File: config.mk
export PLATFORM = sky130hd
export DESIGN_NAME = tct_ctrl
export DESIGN_NICKNAME = d
export VERILOG_FILES = /design/src/design/tct_pkg.sv /design/src/design/tct_ctrl.sv
export SDC_FILE = /design/constraint.sdc
export NUM_CORES = 1
export LEC_CHECK = 0
export ABC_AREA = 1
export BUFFER_PORTS_ARGS = -buffer_cell sky130_fd_sc_hd__buf_2
export CAP_MARGIN = 20
export CORE_UTILIZATION = 25
export DETAILED_ROUTE_END_ITERATION = 10
export PLACE_DENSITY = 0.48
export SYNTH_ARGS = -nofsm -noshare
export SYNTH_HDL_FRONTEND = slang
export SYNTH_SLANG_ARGS = --single-unit
File: constraint.sdc
create_clock -name clk_i -period 1.5 [get_ports clk_i]
set_clock_uncertainty 0.2 [all_clocks]
set_input_delay 0.075 -clock clk_i [delete_from_list [all_inputs] [get_ports clk_i]]
set_output_delay 0.075 -clock clk_i [all_outputs]
set_load 0.005 [all_outputs]
File: src/design/tct_pkg.sv
// shared types and constants for the text cell frame delta tracker
package tct_pkg;

  localparam int CELL_W     = 32;
  localparam int HALF_W     = 16;
  localparam int COL_W      = 9;
  localparam int ROW_W      = 8;
  localparam int POS_W      = 10;
  localparam int MODE_W     = 2;
  localparam int KIND_W     = 2;
  localparam int OUT_COL_W  = 8;
  localparam int OUT_ROW_W  = 7;
  localparam int CFG_IDX_W  = 3;
  localparam int CFG_DATA_W = 16;
  localparam int TOTAL_W    = COL_W + ROW_W;

  typedef enum logic [MODE_W-1:0] {
    MODE_WRITE     = 2'd0,
    MODE_SWEEP_CLR = 2'd1,
    MODE_SWEEP     = 2'd2,
    MODE_READ      = 2'd3
  } mode_e;

  typedef enum logic [KIND_W-1:0] {
    KIND_DRAW  = 2'd0,
    KIND_CLEAR = 2'd1,
    KIND_READ  = 2'd2
  } kind_e;

  typedef enum logic [CFG_IDX_W-1:0] {
    CFG_SCREEN_COLS  = 3'd0,
    CFG_SCREEN_ROWS  = 3'd1,
    CFG_SURFACE_COLS = 3'd2,
    CFG_SURFACE_ROWS = 3'd3,
    CFG_BLANK_GLYPH  = 3'd4,
    CFG_BLANK_COLOR  = 3'd5
  } cfg_idx_e;

  localparam logic [COL_W-1:0]  RST_SCREEN_COLS  = 9'd80;
  localparam logic [ROW_W-1:0]  RST_SCREEN_ROWS  = 8'd25;
  localparam logic [COL_W-1:0]  RST_SURFACE_COLS = 9'd80;
  localparam logic [ROW_W-1:0]  RST_SURFACE_ROWS = 8'd25;
  localparam logic [HALF_W-1:0] RST_BLANK_GLYPH  = 16'd32;
  localparam logic [HALF_W-1:0] RST_BLANK_COLOR  = 16'd0;
  localparam logic [CELL_W-1:0] RST_CELL         = {RST_BLANK_GLYPH, RST_BLANK_COLOR};

  typedef struct packed {
    logic clr;
    logic latch;
    logic check;
    logic div_step;
    logic calc;
    logic rd;
    logic commit;
  } tct_cmd_t;

  typedef struct packed {
    logic sweep;
    logic restart;
    logic dirty;
    logic div_last;
    logic clr_last;
    logic need_emit;
    logic out_free;
  } tct_sts_t;

endpackage

File: src/design/tct_ctrl.sv
// sequencing state machine for the tracker
module tct_ctrl (
  input  logic              clk_i,
  input  logic              rst_ni,
  input  logic              in_valid_i,
  output logic              in_stall_o,
  input  tct_pkg::tct_sts_t sts_i,
  output tct_pkg::tct_cmd_t cmd_o
);
  import tct_pkg::*;

  typedef enum logic [2:0] {
    S_CLEAR,
    S_IDLE,
    S_CHECK,
    S_DIV,
    S_ADDR,
    S_RD,
    S_UPD
  } state_e;

  state_e state_q, state_d;
  logic   commit;

  assign commit = (state_q == S_UPD) && (!sts_i.need_emit || sts_i.out_free);

  always_comb begin
    cmd_o          = '0;
    cmd_o.clr      = (state_q == S_CLEAR);
    cmd_o.latch    = (state_q == S_IDLE) && in_valid_i;
    cmd_o.check    = (state_q == S_CHECK);
    cmd_o.div_step = (state_q == S_DIV);
    cmd_o.calc     = (state_q == S_ADDR);
    cmd_o.rd       = (state_q == S_RD);
    cmd_o.commit   = commit;
  end

  assign in_stall_o = (state_q != S_IDLE);

  always_comb begin
    state_d = state_q;
    case (state_q)
      S_CLEAR: begin
        if (sts_i.clr_last) state_d = S_IDLE;
      end
      S_IDLE: begin
        if (in_valid_i) state_d = S_CHECK;
      end
      S_CHECK: begin
        if (sts_i.sweep && !sts_i.restart && sts_i.dirty) state_d = S_DIV;
        else state_d = S_ADDR;
      end
      S_DIV: begin
        if (sts_i.div_last) state_d = S_ADDR;
      end
      S_ADDR: state_d = S_RD;
      S_RD:   state_d = S_UPD;
      S_UPD: begin
        if (commit) state_d = S_IDLE;
      end
      default: state_d = S_IDLE;
    endcase
  end

  always_ff @(posedge clk_i or negedge rst_ni) begin
    if (!rst_ni) begin
      state_q <= S_CLEAR;
    end else begin
      state_q <= state_d;
    end
  end

endmodule

# Word-level counts from Yosys, hierarchy flattened
# Cells that the tools add are included.
totals:
  ff_bits: 3
  latchBits: 0
  ram_bits: 0
  mem_bits_ro: 0
  output_inout_bits: 8
  wordCells: 27
  n_memories: 0
classes:
  addsub: 0
  mul: 0
  n_div: 0
  order_cmp: 0
  eq_ne: 11
  n_shift: 0
  n_mux: 6
  n_bitwise: 0
  reduce_logical: 9
ops:
  columns: ["op", "n"]
  rows:
  - ["$pmux 3 s7", 1]
  - ["$mux 3", 5]
  - ["$eq 3x3->1 const B", 3]
  - ["$ne 2x2->1 const B", 4]
  - ["$eq 3x2->1 const B", 2]
  - ["$logic_and 1x1->1", 4]
  - ["$reduce_and 4->1", 1]
  - ["$eq 3x1->1 const B", 1]
  - ["$logic_not 3->1", 1]
  - ["$ne 3x1->1 const B", 1]
  - ["$logic_not 1->1", 2]
  - ["$logic_or 1x1->1", 1]

# Logic depth before layout (Yosys ltp)
# Gate-level depths: netlist (run 1).
logic_depth:
  ltp_word: 5
  ltp_mapped: 8

# Least setup slack after synthesis (run 1)
# Ideal clock, no wire load.
synth_timing:
  path_type: "register to register"
  from: "register state_q[1]"
  to: "register state_q[2]"
  setup_ns: 0.065
  t_arrival_ns: 1.100
  required_ns: 1.235
  setup_slack_ns: 0.135
  stages_incl_launch_ff: 8
  path_buffers: 0
  cell_sequence: "dfrtp_1 -> inv_1 -> ha_1 -> nand2_2 -> inv_1 -> a21oi_1 -> nand2_1 -> nand2_1"
synth_via:
  elab_chain_cells: 4
  elab_cells_between_ends: 14
  classes_between: "eq/ne: 10; mux: 1; reduce/logical: 3"
synth_rtl:
  columns: ["item", "line", "source"]
  rows:
  - ["start: declaration", "tct_ctrl.sv:22", "state_e state_q, state_d;"]
  - ["start signal: assignment", "tct_ctrl.sv:69", "state_q <= state_d;"]
  - ["$eq 3x3->1", "tct_ctrl.sv:25, tct_ctrl.sv:42", null]
  - ["$logic_and 1x1->1", "tct_ctrl.sv:25", "assign commit = (state_q == S_UPD) && (!sts_i.need_emit || sts_i.out_free);"]
  - ["$ne 2x2->1 (no source line)", null, null]
  - ["$reduce_and 4->1 (no source line)", null, null]
# Parallel ways exist; a longest one is shown, timed or not.
# A chain may end at the register's enable or synchronous reset.

==> impl_results.md, run 1 <==
* Core outline area at 0.00117 mm²
* Post-synthesis cell count at 54
* Gpl congestion at 0.698
* Largest family of logic cells by synthesized area: simple AND/OR/NAND/NOR gates
* Yosys top cell area share at 0.223
* Design Power at 0.000845 W
* Syn Std Cell Area at 337 µm²
* Fin crit share at 0.971
* Worst setup path class: reg -> out
* CP arrival at 1.18 ns
* Clk root buf: clkbuf_4
* Crit path time final at 1.46 ns
* Top flop regs: state_q (3)
* Slew @ Worst Pin at 0.220 ns
* Sink Count at 3
* Final instance area at 527 µm²
* RR Startpoint: state_q[2]$_DFFE_PN0P_
* Maximum clock path buffer count at 2
* LEAKAGE at 0.309 nW
* Starting DRT DRC Count at 6
* Slew Limit Fails at 0
* Clock Pin Slew Worst Setup and Hold Paths at 0.04 ns
* Area leader, netlist: dfrtp_1
* Net Count, Synth at 65
* Die height at 38.7 µm
* DP Area at 435 µm²
* First-pass GRT wire length at 1.33 mm
* Vias post-DR at 404
* Hold Vio Cnt, Final at 0
* Final HPWL DP at 607 µm
* Simple-Gate Fraction of Synth Area at 0.532
* Max-cap check violation count at 0
* Most frequent cells in the layout: 17 x buf_2, 16 x nand2_1, 6 x nor2_1, 6 x inv_1
* Gr usage total at 0.134
* I/O pin count at 18
* Worst-path maximum fanout at 4
* Slew headroom at 0.854
* Most flop-heavy register: state_q
* Initial Util at 0.287
* Synth async-reset ratio at 1.00
* Prevailing post-synth register cell: dfrtp_1
* Final WS setup at 0.0440 ns
* Syn Area/Cell at 6.23 µm²
* DIE WIDTH at 38.7 µm
* Area added between synthesis and finish at 56.5%
* Vias in the first global route at 338
* Setup crit end kind: output pin
* Crit-path cells: buf_4 -> nor2_4 -> nand2_1 -> inv_1 -> buf_2
* CTS H-tree lvls at 1
* Min-Delay Path Class: in -> reg
* Yosys cell types at 19
* FP Rows at 12
* Worst Path Required at 1.22 ns
* Vias per Instance at 4.30
* RSZ-0062 raised after global routing: true
* WL per Instance at 9.01 µm
* CTS tree: built
* Setup-failing EPs final at 0
* Synth top area cells: dfrtp_1 22%, nand2_1 19%, inv_1 7.8%
* Max Clock Freq at 0.687 GHz
* Xor and xnor area share after synthesis at 0
* Total Die Area at 0.00150 mm²
* Layout cells sized above 1 at 0.500
* Adder-cell share of the synthesized area at 0.0372
* PwrDens at 1600 mW/mm²
* Worst Setup SP: state_q[1]$_DFFE_PN0P_
* Input/output buffers at 17
* Final wirelength at 847 µm
* Complex-gate fraction of the synthesized area at 0.0520
* Startpoint Class: register
* Sequential fraction of the synthesis area at 0.223
* Largest vdd supply drop at 0.557 mV
* Synth warn at 0
* DRC violations left at 0
* Register bit total from synthesis at 3
* Worst skew pair latency at 0.24 ns
* Initial antenna violation count at 0
* Ant diodes at 0
* Largest stage delay, worst path at 0.44 ns
* Gr ovfl total at 0
* Number of synthesized flops with an enable pin at 0
* Largest register FFs at 3
* Commonest non-fill, non-tap cell in the layout: buf_2
* Worst hold slack at 0.0291 ns
* Run status: complete, no violations
* Multiplexer share of the synthesized area at 0
* First-pass DRT Iterations at 4
* Setup WS pre-CTS at 0.0568 ns
* Slowest CP cell: dfrtp_2
* TritonCTS Buffers at 3
* Post-route ant nets at 0
* Nets at 92
* Hold_sp: sts_i[5]
* Largest net degree at the start of global routing at 10
==> kinds of logic after synthesis <==
family / count (synthesis)
AO/OA/AOI/OAI: 3
adder cells (fa/ha/maj): 1
buffers and inverters: 11
flip-flops: 3
AND/OR/NAND/NOR: 36
==> per-stage QoR <==
stage | utilization | cells | setup TNS, ns
2_1_floorplan | - | 54 | 0
3_3_place_gp | 0.372 | 85 | 0
3_5_place_dp | 0.372 | 85 | 0
4_1_cts | 0.437 | 94 | 0
5_1_grt | 0.450 | 94 | -0.0447
6_report | 0.450 | 94 | 0
==> report_power, final <==
| part | internal [W] | leakage [nW] | switching, W |
|---|---|---|---|
| logic | 0.000232 | 0.260 | 0.000256 |
| clock network | 0.000100 | 0.0150 | 0.0000476 |
| registers | 0.000121 | 0.0349 | 0.0000893 |
| total | 0.000453 | 0.309 | 0.000393 |
==> synthesized netlist by cell type (2+ instances only) <==
library cell  instances
inv_1                 7
nand2_1              17
inv_2                 2
dfrtp_1               3
nor2_1                7
nor2_2                4
nand2_2               2
==> critical path, delay by kind of cell, from the launching register on <==
kind / cells / cell delay [ns]
buffers and inverters: 3 / 0.31
and+or+nand+nor: 2 / 0.19
DFF: 1 / 0.44
==> worst paths after layout <==
| kind | to | slack [ns] | cells past startpoint |
|---|---|---|---|
| worst max-delay path | cmd_o[2] | 0.04 | 5 |
| worst min-delay path | state_q[1]$_DFFE_PN0P_ | 0.03 | 6 |
| worst max register to register | state_q[2]$_DFFE_PN0P_ | 0.07 | 6 |
| worst min register to register | state_q[0]$_DFFE_PN0P_ | 0.48 | 2 |
| max in group asynchronous | state_q[2]$_DFFE_PN0P_ | 0.42 | 3 |
| min in group asynchronous | state_q[0]$_DFFE_PN0P_ | 0.50 | 3 |
==> cell type report <==
cell class | instances | area [µm²]
Fill cell | 140 | 644
Multi-Input combinational cell | 40 | 219
Timing Repair Buffer | 24 | 151
Sequential cell | 3 | 78.8
Inverter | 9 | 33.8
Clock buffer | 4 | 26.3
Tap cell | 14 | 17.5
==> routing by layer <==
layer  vias to the layer above  track usage  wire length, µm
met5                         -            0                0
met2                        14        0.192              427
met3                         2       0.0173               35
met1                       171        0.176              373
li1                        217            -                -
met4                         0        0.103               11
==> what timing repair did <==
action / in CTS / in global routing
pin swaps: 0 / 1
endpoints found under the setup margin: 1 / 7
resized for setup: 1 / 7
hold buffers: 4 / 0
endpoints found under the hold margin: 4 / 0
setup buffers: 1 / 0
Note: power is estimated with default switching activity, not from simulation.
==> run 2: changes to the inputs <==
Settings changed: PLACE_DENSITY 0.48 to not set.
==> run 2 against run 1 <==
Against the previous run: die area did not move; total power decreased by 2.9%; sequential cell count unchanged; maximum frequency up 2.6%; register-to-register slack better by 0.03 ns; sequential power down 3%; routed wire length is 9.9% lower; cell count down 2.1%; global-route usage is 2.6 points lower; via count is 4.0% lower; first-iteration DRC count rose by 33%; critical path type unchanged.
==> impl_results.md, run 2 (synthesis results as in run 1) <==
* Gpl congestion at 0.802 (+15%)
* Design Power at 0.000821 W (-2.9%)
* Max-cap check violation count at 0 (unchanged)
* R2R cell count at 7 (+1)
* Register area at 78.8 µm² (unchanged)
* Max Clock Freq at 0.705 GHz (+2.6%)
* Most flop-heavy register: state_q
* Worst hold slack at 0.0158 ns (-0.0133 ns)
* Starting DRT DRC Count at 8 (+2)
* Ant diodes at 0 (unchanged)
* Cell depth of the worst setup path at 5 (unchanged)
* First-pass GRT wire length at 1.11 mm (-17%)
* Sw frac at 0.462 (-0.00249)
* Sw Pwr at 0.000379 W (-3.5%)
* Vias in the first global route at 296 (-12%)
* Hold depth at 6 (unchanged)
* DP Area at 428 µm² (-1.7%)
* FP Rows at 12 (unchanged)
* TritonCTS Buffers at 3 (unchanged)
* Top flop regs: state_q (3)
* Maximum clock path buffer count at 2 (unchanged)
* LEAKAGE at 0.299 nW (-3.3%)
* Hold Vio Cnt, Final at 0 (unchanged)
* # fillers at 124 (-11%)
* Crit-path cells: inv_2 -> buf_6 -> nand3_4 -> nor2_1 -> buf_2
* Sequential share of power at 0.248 (about the same)
* Slew Limit Fails at 0 (unchanged)
* Sink Count at 3 (unchanged)
* Min-Delay Path Class: in -> reg
* Postcts setup bufs at 0 (-1)
* Final instance area at 512 µm² (-2.9%)
* Gr usage total at 0.108 (-0.0259)
* Input/output buffers at 17 (unchanged)
* Multi-input logic area at 219 µm² (unchanged)
* Largest register FFs at 3 (unchanged)
* Final HPWL DP at 579 µm (-4.6%)
* Logic pwr share at 0.572 (-0.005)
* Startpoint Class: register
* Largest net degree at the start of global routing at 10 (unchanged)
* DRC violations left at 0 (unchanged)
* Clk pwr share at 0.180 (+0.005)
* Setup TNS Final at 0 ns (unchanged)
* Initial antenna violation count at 0 (unchanged)
* Layout cells sized above 1 at 0.474 (-0.0256)
* Worst Path Required at 1.22 ns (about the same)
* Crit path time final at 1.42 ns (-0.0372 ns)
* CTS H-tree lvls at 1 (unchanged)
* Initial Util at 0.287 (unchanged)
* CTS tree: built
* Setup crit end kind: output pin
* Slew headroom at 0.860 (+0.00664)
* Largest vdd supply drop at 0.448 mV (-20%)
* Final wirelength at 763 µm (-9.9%)
* Total Die Area at 0.00150 mm² (unchanged)
* Worst skew pair latency at 0.24 ns (about the same)
* Setup-failing EPs final at 0 (unchanged)
* Final design utilization at 0.437 (-0.0128)
* Run status: complete, no violations
* P_int at 0.000441 W (-2.5%)
* First-pass DRT Iterations at 4 (unchanged)
* Fin crit share at 0.946 (-0.0248)
* Slew @ Worst Pin at 0.210 ns (-0.00996 ns)
* Area added between synthesis and finish at 52.0%
* Gr ovfl total at 0 (unchanged)
* DIE WIDTH at 38.7 µm (unchanged)
* WL per Instance at 8.29 µm (-8.0%)
* Nets at 90 (-2.2%)
* Core outline area at 0.00117 mm² (unchanged)
* Clk root buf: clkbuf_4
* Worst-path maximum fanout at 6 (+2)
* Buffers & Inverters on Critical Path at 3 (unchanged)
* Post-route ant nets at 0 (unchanged)
* CP arrival at 1.14 ns (-0.04 ns)
* Vias post-DR at 388 (-4.0%)
* Slowest CP cell: dfrtp_2
* Vias per Instance at 4.22 (-1.9%)
* Die height at 38.7 µm (unchanged)
* PwrDens at 1600 mW/mm² (about the same)
* Worst path top cell family by delay: flip-flops
* I/O pin count at 18 (unchanged)
* Largest stage delay, worst path at 0.44 ns (about the same)
* RSZ-0062 raised after global routing: false
* Most frequent cells in the layout: 17 x nand2_1, 17 x buf_2, 6 x nor2_1, 6 x inv_1, 5 x nor2_2
* Clock Pin Slew Worst Setup and Hold Paths at 0.04 ns (about the same)
* Worst setup path class: reg -> out
==> run 2: cell types whose count changed in the layout (fill, tap and decap cells not counted) <==
cell,before,now
buf_4,2,0
nand2_1,16,17
nand2_2,3,2
nand3_2,1,0
nand3_4,0,1
nor2_2,4,5
nor2_4,1,0
==> run 2: power by group through the flow <==
| stage | registers [W] | logic (W) | clock network (W) |
|---|---|---|---|
| after floorplan | 0.000147 | 0.000368 | 0 |
| after global placement | 0.000186 | 0.000440 | 0 |
| after detailed placement | 0.000188 | 0.000440 | 0 |
| after CTS | 0.000188 | 0.000450 | 0.000150 |
| after global routing | 0.000214 | 0.000533 | 0.000156 |
| final | 0.000204 | 0.000469 | 0.000148 |
==> run 2: layout make-up <==
cell class,count,area share
Timing Repair Buffer,22,0.267
Tap cell,14,0.0342
Inverter,9,0.0660
Multi-Input combinational cell,40,0.428
Sequential cell,3,0.154
Clock buffer,4,0.0513
==> run 2: per-stage QoR <==
| step | worst slack (ns) | instances |
|---|---|---|
| after floorplan | 0.135 | 54 |
| after global placement | 0.0851 | 84 |
| after detailed placement | 0.0851 | 84 |
| after CTS | 0.0291 | 92 |
| after global routing | 0.00772 | 92 |
| final | 0.0812 | 92 |
==> run 2: path summary, 6_finish.rpt <==
path                                              from                endpoint  slack, ns
worst min register to register  state_q[0]$_DFFE_PN0P_  state_q[0]$_DFFE_PN0P_       0.46
min in group asynchronous                       rst_ni  state_q[1]$_DFFE_PN0P_       0.52
worst min-delay path                          sts_i[5]  state_q[1]$_DFFE_PN0P_       0.02
max in group asynchronous                       rst_ni  state_q[2]$_DFFE_PN0P_       0.42
worst max register to register  state_q[1]$_DFFE_PN0P_  state_q[2]$_DFFE_PN0P_       0.10
worst max-delay path            state_q[1]$_DFFE_PN0P_                cmd_o[5]       0.08
==> run 2: worst min-delay path, stage by stage <==
cell,delay [ns]
buf_2,0.08
nor2_1,0.04
nand2_1,0.07
nand2_1,0.05
nand2_1,0.05
o21bai_1,0.06
==> run 2: metal layers <==
metal / part of all wire / vias to the layer above / GRT usage / routed length, µm
li1: - / 213 / - / -
met1: 0.44 / 161 / 0.143 / 333
met2: 0.50 / 12 / 0.167 / 378
met3: 0.041 / 2 / 0 / 31
met4: 0.026 / 0 / 0.0776 / 20
met5: 0 / - / 0 / 0
==> run 2: repair_timing <==
| item | 4_1_cts | 5_1_grt |
|---|---|---|
| gates resized for setup | 0 | 7 |
| endpoints found under the hold margin | 4 | 0 |
| endpoints found under the setup margin | 0 | 7 |
| hold buffers | 4 | 0 |
==> run 3: changes to the inputs <==
--- a/constraint.sdc
+++ b/constraint.sdc
@@ -4,2 +4,2 @@
 set_output_delay 0.075 -clock clk_i [all_outputs]
-set_load 0.005 [all_outputs]
+set_load 0.1 [all_outputs]
==> run 3 against run 2 <==
Against the previous run: sequential power is 4% lower; routed wire length is 31% higher; final area is 48% higher; clock power hardly changed; hold slack better by 0.022 ns; maximum frequency is 8.5% lower; sequential cell count stayed put; die area stayed put; highest routed layer unchanged; global-route usage is 2.9 points higher; setup slack worse by 0.13 ns; first-iteration DRC count stayed put; the run now ends with setup timing left.
==> impl_results.md, run 3 (synthesis results as in run 1) <==
* Met1 Track Usage GR at 0.171 (+0.0280)
* I/O pin count at 18 (unchanged)
* GRT Max-Usage Layer: met2
* Core outline area at 0.00117 mm² (unchanged)
* R2R cell count at 7 (unchanged)
* Gpl congestion at 0.826 (+3.0%)
* FP Rows at 12 (unchanged)
* Nets at 96 (+6.7%)
* Met3 GRT Util at 0.0173 (+0.0173)
* Sink Count at 3 (unchanged)
* DRC violations left at 0 (unchanged)
* Area added between synthesis and finish at 125%
* Worst setup path class: reg -> out
* Worst hold slack at 0.0376 ns (+0.0218 ns)
* Placed insts at 85 (+1.2%)
* Gr ovfl total at 0 (unchanged)
* Final design utilization at 0.646 (+0.209)
* Min-Delay Path Class: in -> reg
* Most flop-heavy register: state_q
* # fillers at 102 (-18%)
* Total Die Area at 0.00150 mm² (unchanged)
* LEAKAGE at 0.356 nW (+19%)
* Vias in the first global route at 349 (+18%)
* Run status: finished, violations left
* Post-route ant nets at 0 (unchanged)
* Clk root buf: clkbuf_4
* CTS tree: built
* Worst skew pair latency at 0.25 ns (about the same)
* Layout cells sized above 1 at 0.619 (+0.145)
* Slew headroom at 0.874 (+0.0136)
* Hold_sp: sts_i[5]
* Slew @ Worst Pin at 0.188 ns (-0.0211 ns)
* Final WS setup at -0.0499 ns (-0.131 ns)
* Setup-failing EPs final at 5 (+5)
* Ant diodes at 0 (unchanged)
* Top flop regs: state_q (3)
* Largest stage delay, worst path at 0.46 ns (+0.02 ns)
* Setup crit end kind: output pin
* Worst-path maximum fanout at 6 (unchanged)
* Crit path time final at 1.55 ns (+0.131 ns)
* Initial antenna violation count at 0 (unchanged)
* Slowest CP cell: dfrtp_2
* CP arrival at 1.27 ns (+0.13 ns)
* Crit-path cells: buf_6 -> nor3_4 -> buf_12
* Hold depth at 6 (unchanged)
* Worst Path Required at 1.22 ns (about the same)
* First-pass GRT wire length at 1.41 mm (+27%)
* RR Startpoint: state_q[2]$_DFFE_PN0P_
* Maximum clock path buffer count at 2 (unchanged)
* GRT met2 Usage at 0.233 (+0.0667)
* RSZ-0062 raised after global routing: true
* CTS H-tree lvls at 1 (unchanged)
* Slew Limit Fails at 0 (unchanged)
* Gr usage total at 0.137 (+0.0287)
* Largest vdd supply drop at 1.81 mV (+300%)
* Initial Util at 0.287 (unchanged)
* Final HPWL DP at 688 µm (+19%)
* Fin crit share at 1.03 (+0.0874)
* DP Area at 603 µm² (+41%)
* Hold Vio Cnt, Final at 0 (unchanged)
* First-pass DRT Iterations at 4 (unchanged)
* Final wirelength at 996 µm (+31%)
* Clock Pin Slew Worst Setup and Hold Paths at 0.04 ns (about the same)
* Input/output buffers at 17 (unchanged)
* Commonest non-fill, non-tap cell in the layout: nand2_1
* Vias post-DR at 424 (+9.3%)
* Max-cap check violation count at 0 (unchanged)
* Final instance area at 757 µm² (+48%)
* R2R Path End: state_q[2]$_DFFE_PN0P_
* Failing checks: setup timing
* Max Clock Freq at 0.645 GHz (-8.5%)
* TritonCTS Buffers at 3 (unchanged)
* Largest net degree at the start of global routing at 7 (-3)
* DIE WIDTH at 38.7 µm (unchanged)
* End of the worst hold path: state_q[0]$_DFFE_PN0P_
* Largest register FFs at 3 (unchanged)
* Startpoint Class: register
* Most frequent cells in the layout: 15 x nand2_1, 9 x buf_2, 8 x buf_12, 6 x nor2_4
* Die height at 38.7 µm (unchanged)
* WL per Instance at 10.2 µm (+23%)
* R2R Setup Slk at 0.02 ns (-0.08 ns)
* PwrDens at 2530 mW/mm² (+58%)
* Starting DRT DRC Count at 8 (unchanged)
* Vias per Instance at 4.33 (+2.6%)
* Setup WS pre-CTS at 0.0476 ns (-0.0376 ns)
* Fin cells at 98 (+6.5%)
-- run 3: cell count changes in the layout (fill, tap and decap cells not counted), sizes merged --
cell	previous run	this run
buf	18	24
clkinvlp	0	1
inv	9	8
-- run 3: timing repair --
action                                  CTS  global route
hold endpoints to repair                  4             0
hold buffers                              4             0
endpoints found under the setup margin    6             8
pin swaps                                 1             5
setup buffers                             2             3
gates resized for setup                   3            12
-- run 3: layout make-up --
class,count,area (µm²),share of cell area
timing repair buffer,28,313,0.413
multi-input combinational,40,282,0.372
sequential,3,78.8,0.104
inverter,9,40.0,0.0529
clock buffer,4,26.3,0.0347
tap,14,17.5,0.0231
-- run 3: how the worst max path moves through the flow --
stage	from	endpoint	slack, ns	cells past startpoint
after floorplan	state_q[2]$_DFFE_PN0P_	cmd_o[5]	-0.28	3
after global placement	state_q[1]$_DFFE_PN0P_	state_q[2]$_DFFE_PN0P_	0.05	7
after detailed placement	state_q[1]$_DFFE_PN0P_	state_q[2]$_DFFE_PN0P_	0.05	7
after CTS	state_q[1]$_DFFE_PN0P_	cmd_o[5]	-0.04	4
after global routing	state_q[2]$_DFFE_PN0P_	cmd_o[0]	-0.09	5
final	state_q[0]$_DFFE_PN0P_	cmd_o[6]	-0.05	3
-- run 3: stage by stage --
step / setup TNS (ns) / total power (W)
4_1_cts: -0.120 / 0.00175
5_1_grt: -0.564 / 0.00200
2_1_floorplan: -1.25 / 0.00113
3_3_place_gp: 0 / 0.00153
6_report: -0.194 / 0.00191
3_5_place_dp: 0 / 0.00155
-- run 3: worst max-delay path: cells and delay by family (launching register included) --
kind,cells,cell delay [ns]
DFF,1,0.46
buffers and inverters,2,0.35
and+or+nand+nor,1,0.22
-- run 3: layer usage --
metal | share of wire | vias up
met1 | 0.40 | 186
met4 | 0.029 | 0
met2 | 0.54 | 11
met3 | 0.032 | 2
li1 | - | 225
met5 | 0 | -
-- run 3: power breakdown --
group          switching (W)  internal [W]
logic               0.000951      0.000616
clock network      0.0000507      0.000100
registers          0.0000748      0.000121
total                0.00108      0.000838
